===== config.mk =====
export PLATFORM = sky130hd
export DESIGN_NAME = signed_int_to_decimal_ascii_unit
export DESIGN_NICKNAME = d
export VERILOG_FILES = /design/src/rtl/sid_pkg.sv /design/src/rtl/signed_int_to_decimal_ascii_unit.sv /design/src/rtl/sid_dabble_step.sv
export SDC_FILE = /design/constraint.sdc
export NUM_CORES = 1
export LEC_CHECK = 0
export ABC_AREA = 1
export CORE_MARGIN = 1
export CORE_UTILIZATION = 60
export CTS_CLUSTER_SIZE = 28
export DETAILED_ROUTE_END_ITERATION = 12
export DONT_BUFFER_PORTS = 1
export PLACE_DENSITY = 0.86
export SLEW_MARGIN = 30
export SYNTH_ARGS = -nofsm -noshare
export SYNTH_HDL_FRONTEND = slang
export SYNTH_SLANG_ARGS = --single-unit
export TNS_END_PERCENT = 100

===== constraint.sdc =====
create_clock -name clk -period 6.2 [get_ports clk]
set_input_delay 1.24 -clock clk [delete_from_list [all_inputs] [get_ports clk]]
set_output_delay 1.24 -clock clk [all_outputs]
set_load 0.01 [all_outputs]

===== src/rtl/sid_pkg.sv =====
package sid_pkg;

  // Default width of the signed input value
  localparam int VALUE_WIDTH_DEF = 32;

  // One BCD digit
  localparam int DIGIT_BITS = 4;

  // ASCII codes
  localparam logic [7:0] CHAR_MINUS = 8'd45;
  localparam logic [7:0] CHAR_ZERO  = 8'd48;

  // Sequencer states
  typedef enum logic [1:0] {
    ST_IDLE,
    ST_CONVERT,
    ST_STRIP,
    ST_EMIT
  } sid_state_t;

endpackage


===== src/rtl/signed_int_to_decimal_ascii_unit.sv =====
// Signed integer to decimal ASCII text.
//
// Input channel: item_valid / item_ready with value, a signed two's complement
// integer of VALUE_WIDTH bits. Output channel: result_valid / result_ready with
// character (an ASCII '-' or '0'..'9') and last, high on the final character of
// one number's text. Characters leave most significant first, with no leading
// zeros; zero gives a single '0', and the most negative value converts exactly.
//
// Timing: an item is taken only while the unit is idle and its output register
// is free. A negative sign is loaded into the output register at acceptance.
// A shared add-three-and-shift unit then runs once per input bit, leading zero
// digits are dropped one per cycle, and one digit leaves per cycle while the
// receiver is ready. A new item is taken only after the last digit of the one
// before has been loaded into the output register, so the pace is set by the
// serial binary-to-BCD loop and the digit scan.
//
// Reset clears the sequencer and the output valid flag; no result is pending.
// While the receiver stalls, the current character is held and the sequencer
// waits in its emit state; nothing is lost or repeated.
module signed_int_to_decimal_ascii_unit #(
  parameter int VALUE_WIDTH = sid_pkg::VALUE_WIDTH_DEF
) (
  input  logic                          clk,
  input  logic                          rst,
  input  logic                          item_valid,
  output logic                          item_ready,
  input  logic signed [VALUE_WIDTH-1:0] value,
  output logic                          result_valid,
  input  logic                          result_ready,
  output logic [7:0]                    character,
  output logic                          last
);
  import sid_pkg::*;

  // Enough BCD digits for 2^VALUE_WIDTH (log10(2) ~ 1233/4096)
  localparam int NDIG      = (VALUE_WIDTH * 1233) / 4096 + 1;
  localparam int BCD_W     = NDIG * DIGIT_BITS;
  localparam int BIT_CNT_W = $clog2(VALUE_WIDTH);
  localparam int DIG_CNT_W = $clog2(NDIG + 1);

  localparam logic [BIT_CNT_W-1:0] BIT_CNT_LAST = BIT_CNT_W'(VALUE_WIDTH - 1);
  localparam logic [DIG_CNT_W-1:0] DIG_CNT_INIT = DIG_CNT_W'(NDIG);
  localparam logic [DIG_CNT_W-1:0] DIG_CNT_ONE  = DIG_CNT_W'(1);

  sid_state_t             state, state_next;
  logic [VALUE_WIDTH-1:0] mag;
  logic [BCD_W-1:0]       bcd;
  logic [BCD_W-1:0]       bcd_step;
  logic [BIT_CNT_W-1:0]   bit_cnt;
  logic [DIG_CNT_W-1:0]   dig_cnt;

  logic [DIGIT_BITS-1:0]  top_digit;
  logic                   slot_free;
  logic                   item_take;
  logic                   value_neg;
  logic [VALUE_WIDTH-1:0] value_mag;
  logic                   strip_more;
  logic                   do_step;
  logic                   do_strip;
  logic                   do_emit;

  assign top_digit  = bcd[BCD_W-1 -: DIGIT_BITS];
  assign slot_free  = !result_valid || result_ready;
  assign item_take  = item_valid && item_ready;
  assign value_neg  = value[VALUE_WIDTH-1];
  // Unsigned magnitude; the most negative value wraps to 2^(VALUE_WIDTH-1)
  assign value_mag  = value_neg ? (~$unsigned(value) + VALUE_WIDTH'(1)) : $unsigned(value);
  assign strip_more = (top_digit == '0) && (dig_cnt != DIG_CNT_ONE);

  // Shared add-three-and-shift unit
  sid_dabble_step #(
    .NDIG (NDIG)
  ) u_step (
    .bcd_in  (bcd),
    .bit_in  (mag[VALUE_WIDTH-1]),
    .bcd_out (bcd_step)
  );

  // Next state
  always_comb begin
    state_next = state;
    unique case (state)
      ST_IDLE: begin
        if (item_take) state_next = ST_CONVERT;
      end
      ST_CONVERT: begin
        if (bit_cnt == BIT_CNT_LAST) state_next = ST_STRIP;
      end
      ST_STRIP: begin
        if (!strip_more) state_next = ST_EMIT;
      end
      ST_EMIT: begin
        if (slot_free && dig_cnt == DIG_CNT_ONE) state_next = ST_IDLE;
      end
      default: state_next = ST_IDLE;
    endcase
  end

  // Sequencer outputs
  always_comb begin
    item_ready = 1'b0;
    do_step    = 1'b0;
    do_strip   = 1'b0;
    do_emit    = 1'b0;
    unique case (state)
      ST_IDLE:    item_ready = slot_free;
      ST_CONVERT: do_step    = 1'b1;
      ST_STRIP:   do_strip   = strip_more;
      ST_EMIT:    do_emit    = slot_free;
      default: ;
    endcase
  end

  // Control registers
  always_ff @(posedge clk) begin
    if (rst) begin
      state        <= ST_IDLE;
      result_valid <= 1'b0;
    end else begin
      state <= state_next;
      if ((item_take && value_neg) || do_emit) begin
        result_valid <= 1'b1;
      end else if (result_ready) begin
        result_valid <= 1'b0;
      end
    end
  end

  // Datapath: magnitude, BCD accumulator, counters and output character
  always_ff @(posedge clk) begin
    if (item_take) begin
      mag     <= value_mag;
      bcd     <= '0;
      bit_cnt <= '0;
      dig_cnt <= DIG_CNT_INIT;
      if (value_neg) begin
        character <= CHAR_MINUS;
        last      <= 1'b0;
      end
    end else if (do_step) begin
      mag     <= {mag[VALUE_WIDTH-2:0], 1'b0};
      bcd     <= bcd_step;
      bit_cnt <= bit_cnt + BIT_CNT_W'(1);
    end else if (do_strip) begin
      bcd     <= {bcd[BCD_W-DIGIT_BITS-1:0], {DIGIT_BITS{1'b0}}};
      dig_cnt <= dig_cnt - DIG_CNT_ONE;
    end else if (do_emit) begin
      character <= CHAR_ZERO + {{(8-DIGIT_BITS){1'b0}}, top_digit};
      last      <= (dig_cnt == DIG_CNT_ONE);
      bcd       <= {bcd[BCD_W-DIGIT_BITS-1:0], {DIGIT_BITS{1'b0}}};
      dig_cnt   <= dig_cnt - DIG_CNT_ONE;
    end
  end

`ifndef SYNTHESIS
  a_take_starts_convert: assert property (@(posedge clk) disable iff (rst)
    item_take |=> (state == ST_CONVERT) && (bit_cnt == '0))
    else $error("accepted item did not start conversion");

  a_final_digit_flagged: assert property (@(posedge clk) disable iff (rst)
    (state == ST_EMIT && slot_free && dig_cnt == DIG_CNT_ONE)
      |=> (state == ST_IDLE) && result_valid && last)
    else $error("final digit not flagged or sequencer not idle");

  a_emit_has_digits: assert property (@(posedge clk) disable iff (rst)
    (state == ST_EMIT || state == ST_STRIP) |-> (dig_cnt != '0))
    else $error("digit count exhausted while emitting");

  a_minus_not_last: assert property (@(posedge clk) disable iff (rst)
    (result_valid && character == CHAR_MINUS) |-> !last)
    else $error("minus sign flagged as last character");
`endif

endmodule


===== src/rtl/sid_dabble_step.sv =====
module sid_dabble_step #(
  parameter int NDIG = 10
) (
  input  logic [NDIG*sid_pkg::DIGIT_BITS-1:0] bcd_in,
  input  logic                                bit_in,
  output logic [NDIG*sid_pkg::DIGIT_BITS-1:0] bcd_out
);
  import sid_pkg::*;

  logic [NDIG*DIGIT_BITS-1:0] adj;

  // Add three to every digit of five or more, then shift one binary bit in
  always_comb begin
    for (int i = 0; i < NDIG; i++) begin
      if (bcd_in[i*DIGIT_BITS +: DIGIT_BITS] >= DIGIT_BITS'(5)) begin
        adj[i*DIGIT_BITS +: DIGIT_BITS] = bcd_in[i*DIGIT_BITS +: DIGIT_BITS] + DIGIT_BITS'(3);
      end else begin
        adj[i*DIGIT_BITS +: DIGIT_BITS] = bcd_in[i*DIGIT_BITS +: DIGIT_BITS];
      end
    end
  end

  assign bcd_out = {adj[NDIG*DIGIT_BITS-2:0], bit_in};

endmodule

# After elaboration in Yosys (flattened, before gate mapping)
# Cells that the tools add are included.
[word_totals]
ff_bits = 93
latch_bits = 0
ram_bits = 0
rom_bits = 0
inputBits = 36
out_inout_bits = 11
wordCells = 103
memories = 0
[op_classes]
addsub = 14
multipliers = 0
n_div = 0
magnitude_cmp = 10
n_eq_ne = 13
shifts = 0
n_mux = 39
bitwise = 2
n_reduce_logical = 17
[op_table]
columns = ["cell", "count"]
rows = [
  ["two-way mux 40 bit", 3],
  ["two-way mux 32 bit", 3],
  ["two-way mux 4 bit", 11],
  [">= comparator 4 x 3 -> 1 bit, second input constant", 10],
  ["two-way mux 8 bit", 5],
  ["adder 4 x 2 -> 4 bit, second input constant", 9],
  ["adder 32 x 1 -> 32 bit, second input constant", 1],
  ["inverter 32 bit", 1],
  ["inequality test 2 bit, second input constant", 7],
  ["two-way mux 1 bit", 11],
  ["two-way mux 2 bit", 4],
  ["one-hot mux 2 bit (4 select lines)", 1],
  ["AND reduction 4 bit", 2],
  ["nonzero test 2 bit", 4],
  ["adder 6 x 4 -> 7 bit, first input constant", 1],
  ["adder 5 x 1 -> 5 bit, second input constant", 1],
  ["equality test 5 bit, second input constant", 1],
  ["equality test 2 bit, second input constant", 2],
  ["equality test 4 x 1 -> 1 bit, second input constant", 1],
  ["logical AND 1 bit", 4],
  ["zero test 4 bit", 1],
  ["inequality test 4 x 1 -> 1 bit, second input constant", 1],
  ["subtractor 4 x 1 -> 4 bit, second input constant", 1],
  ["adder 3 x 2 -> 3 bit, second input constant", 1],
  ["8 further kinds", 9],
]

# Longest topological paths before layout
[logic_depth]
ltp_word = 7
mapped_depth = 12

# By module
# From an unflattened synthesis, not the netlist that was laid out.
[hier_totals]
cells_unflattened = 931
area_unflattened_um2 = 6145.9
[modules_own_cells]
columns = ["mod", "n_inst", "cells_per_inst", "area_per_inst_um2", "seq_area_each_um2"]
rows = [
  ["signed_int_to_decimal_ascii_unit", 1, 719, 5004.8, 2182.1],
  ["sid_dabble_step", 1, 212, 1141.1, 0.0],
]

# Worst setup path after synthesis
# No wires, ideal clock.
[synth_timing]
kind = "input -> register"
startpoint = "in result_ready"
endpoint = "reg character[0] (enable)"
t_arrival_ns = 2.994
t_required_ns = 5.822
setup_slack_ns = 2.829
stages = 6
path_buffers = 1
path_cell_list = "nor2_4 nor3_2 inv_1 buf_2 nand2_1 o21ai_0"
[synth_between]
elab_chain_len = 5
elab_cells_between_ends = 9
[synth_lines]
columns = ["element", "line_no", "source"]
rows = [
  ["start, declared", "signed_int_to_decimal_ascii_unit.sv:29", "input logic result_ready,"],
  ["logical OR 1 bit *", "signed_int_to_decimal_ascii_unit.sv:63", "assign slot_free = !result_valid || result_ready;"],
  ["two-way mux 1 bit", "signed_int_to_decimal_ascii_unit.sv:105", "unique case (state)"],
  ["logical AND 1 bit", "signed_int_to_decimal_ascii_unit.sv:64", "assign item_take = item_valid && item_ready;"],
  ["inequality test 2 bit (no line) / nonzero test 2 bit (equally long branches)", "-", ""],
  ["AND reduction 4 bit (no line) *", "-", ""],
  ["end signal, assigned", "signed_int_to_decimal_ascii_unit.sv:148", "character <= CHAR_ZERO + {{(8-DIGIT_BITS){1'b0}}, top_digit};"],
  ["end, declared", "signed_int_to_decimal_ascii_unit.sv:30", "output logic [7:0] character,"],
]
# Mark *: on every way between the ends. The rest lies on a longest branch, timed or not.
# A chain may end at the register's enable or synchronous reset.

# Final worst setup path
[layout_timing]
startpoint = "in result_ready"
endpoint = "reg character[2] (enable)"
# The elaborated chain is that of the path after synthesis.

==> flow_summary.json <==
{
  "yosys_warnings": 0,
  "yosysTopAreaCellShare_pct": 18.6,
  "clkTransAtPathRegs_ps": 80,
  "min_period_over_period_pct": 51.5,
  "layout.cells.most_common": "nand2_1",
  "hp-class": "flop to flop",
  "fmax_mhz": 313,
  "worstPathArrival_ps": 3180,
  "crit_chain": "nor2_4 > nor3_4 > buf_4 > inv_2 > buf_4 > nand2_1 > o21ai_0",
  "die-height_microns": 103,
  "synth-adder-area-share_pct": 6.13,
  "synth_cells": 847,
  "synthToLayoutAreaGrowth_pct": 2.76,
  "vias_per_cell": 5.27,
  "grt_pass1_wl_mm": 20.8,
  "fin_skew_ps": 15.0,
  "muxShareOfSynthArea_pct": 0,
  "synth.area.top_cells": "edfxtp_1 19%, dfxtp_1 17%, nand2_1 15%",
  "clock_latency_ps": 360,
  "m1WireLength_mm": 5.38,
  "antenna_left": 0,
  "status": "completed",
  "cts_resized": 0,
  "setup_ws_ps": 3010,
  "max_cap_violations": 0,
  "track_usage_pct": 24.4,
  "port-buffer-count": 0,
  "ios": 47,
  "antenna_found_initial": 0,
  "crit_slowest_cell": "o21ai_0",
  "n_antenna_cell": 0,
  "cp.required_ps": 6190,
  "routed_wl_mm": 11.7,
  "path_common_cell": "buf_4",
  "gp_congestion": 0.849,
  "grt_pass1_vias": 4984,
  "grt_max_degree": 85,
  "holdWs_ps": 490,
  "hold_viol": 0,
  "vias": 5104,
  "power-per-cell-area_nw_per_um2": 319,
  "avgRoutedWirePerCell_microns": 12.1,
  "cts.sinks": 90,
  "r2r_cells": 9,
  "synth_top_family_by_area": "simple AND/OR/NAND/NOR gates",
  "cp-start-kind": "input pin",
  "synth-compound-area-share_pct": 10.3,
  "layout-drive-gt1-share_pct": 10.5,
  "synth_area_sq_um": 6120,
  "met2_length_mm": 5.66,
  "cts_tree": "yes",
  "yosysSeqAreaShare_pct": 35.7,
  "irDropWorstVdd_mv": 0.208,
  "synth_area_leader_cell": "edfxtp_1",
  "cts_root_buffer": "clkbuf_8",
  "die_w_microns": 103,
  "hpwlAfterDp_mm": 8.16,
  "drt_iter0_drc": 194,
  "synth_xor_area_share_pct": 3.43,
  "fill_cells": 879,
  "grt-ovfl-total": 0,
  "crit_type": "input pin to flop",
  "worstSetupEndpointType": "flop",
  "crit_fanout": 84,
  "cpPeakStageDelay_ps": 650,
  "setup_viol": 0,
  "slew_headroom_pct": 38.1,
  "met3_length_microns": 557,
  "timing.final.max_slew_violations": 0,
  "place_worst_setup_slack_ps": 2610,
  "drtPass1Iterations": 4,
  "synth_cell_types": 38,
  "synth-edff-count": 38,
  "start_util_pct": 62.3,
  "leakagePower_nw": 3.03,
  "whs_path_depth": 2,
  "core_sq_um": 9820,
  "rows": 36,
  "worst_pin_slew_ps": 926,
  "post-cts-setup-buffers": 0,
  "grt_setup_unrepaired": "no",
  "syn_avg_cell_area_sq_um": 7.23,
  "synthSimpleGateAreaFrac_pct": 33.2,
  "async_flop_share_pct": 0,
  "cts_buffers": 9,
  "utilization_pct": 64.0,
  "setup-tns-final_ps": 0,
  "cts_hold_buf": 0,
  "layout_common_cells": "242 x nand2_1, 106 x inv_1, 62 x o21ai_0",
  "synthFlopType": "dfxtp_1",
  "synth-seq-cells": 90,
  "layout_min_cycle_time_ps": 3190,
  "die-area_sq_um": 10600,
  "cts_max_path_buffers": 2,
  "drc": 0,
  "top_layer_used": "met4",
  "cts_max_level": 3,
  "final_nets": 897
}
## final cells by class
type	count	area, sq um	area share [%]
sequential	90	2180	34.7
clock inverter	3	63.8	1.01
timing repair buffer	4	30.0	0.478
inverter	114	435	6.92
multi-input combinational	612	3260	51.9
clock buffer	13	149	2.37
tap	133	166	2.65
## sequential cells by signal, summed over array words and instances (netlist names)
name          flops
bcd              40
result_valid      1
state             2
dig_cnt           4
bit_cnt           5
character         5
last              1
mag              32
## Yosys cell counts, drive strengths merged, types with 7 or more instances
master	count
nand2	271
a21oi	46
dfxtp	52
nor2	60
nand3	86
nand4	7
inv	111
o21ai	64
edfxtp	38
o22ai	9
ha	30
buf	27
xor2	19
## per-layer routing
| metal | up-vias | GRT usage, % |
|---|---|---|
| li1 | 2680 | - |
| met1 | 2305 | 29.1 |
| met2 | 108 | 44.7 |
| met3 | 11 | 5.42 |
| met4 | 0 | 5.53 |
| met5 | - | 0 |
## logic make-up after synthesis
family,after synthesis
other cells,2
fa+ha+maj,30
buf+inv,146
xor+xnor,24
flops,90
simple gates,433
compound gates,122
## power by group
part           internal [mW]  switching [mW]  leakage [nW]
Sequential             0.832          0.0702         0.791
Combinational          0.192           0.477          2.13
Clock                  0.238           0.198         0.105
## critical path, delay by kind of cell
family                 cells  cell delay [ps]
buffers and inverters      3              940
and+or+nand+nor            3              330
AOI/OAI and AO/OA          1              650
## path summary, 6_finish.rpt
check,from,to,slack (ps)
hold reg to reg,bcd[15],bcd[15],490
hold / removal,bcd[15],bcd[15],490
setup reg to reg,state[0],character[2],3190
setup / recovery,result_ready,character[2],3010
## metrics by stage
step                      std cells  instance area (sq um)  power, mW
after floorplan                 848                   6120       1.52
after global placement          953                   6080       1.56
after detailed placement        953                   6080       1.58
after CTS                       969                   6290       2.02
after global routing            969                   6290       2.15
final                           969                   6290       2.01
Power figures use the tool's default switching activity.
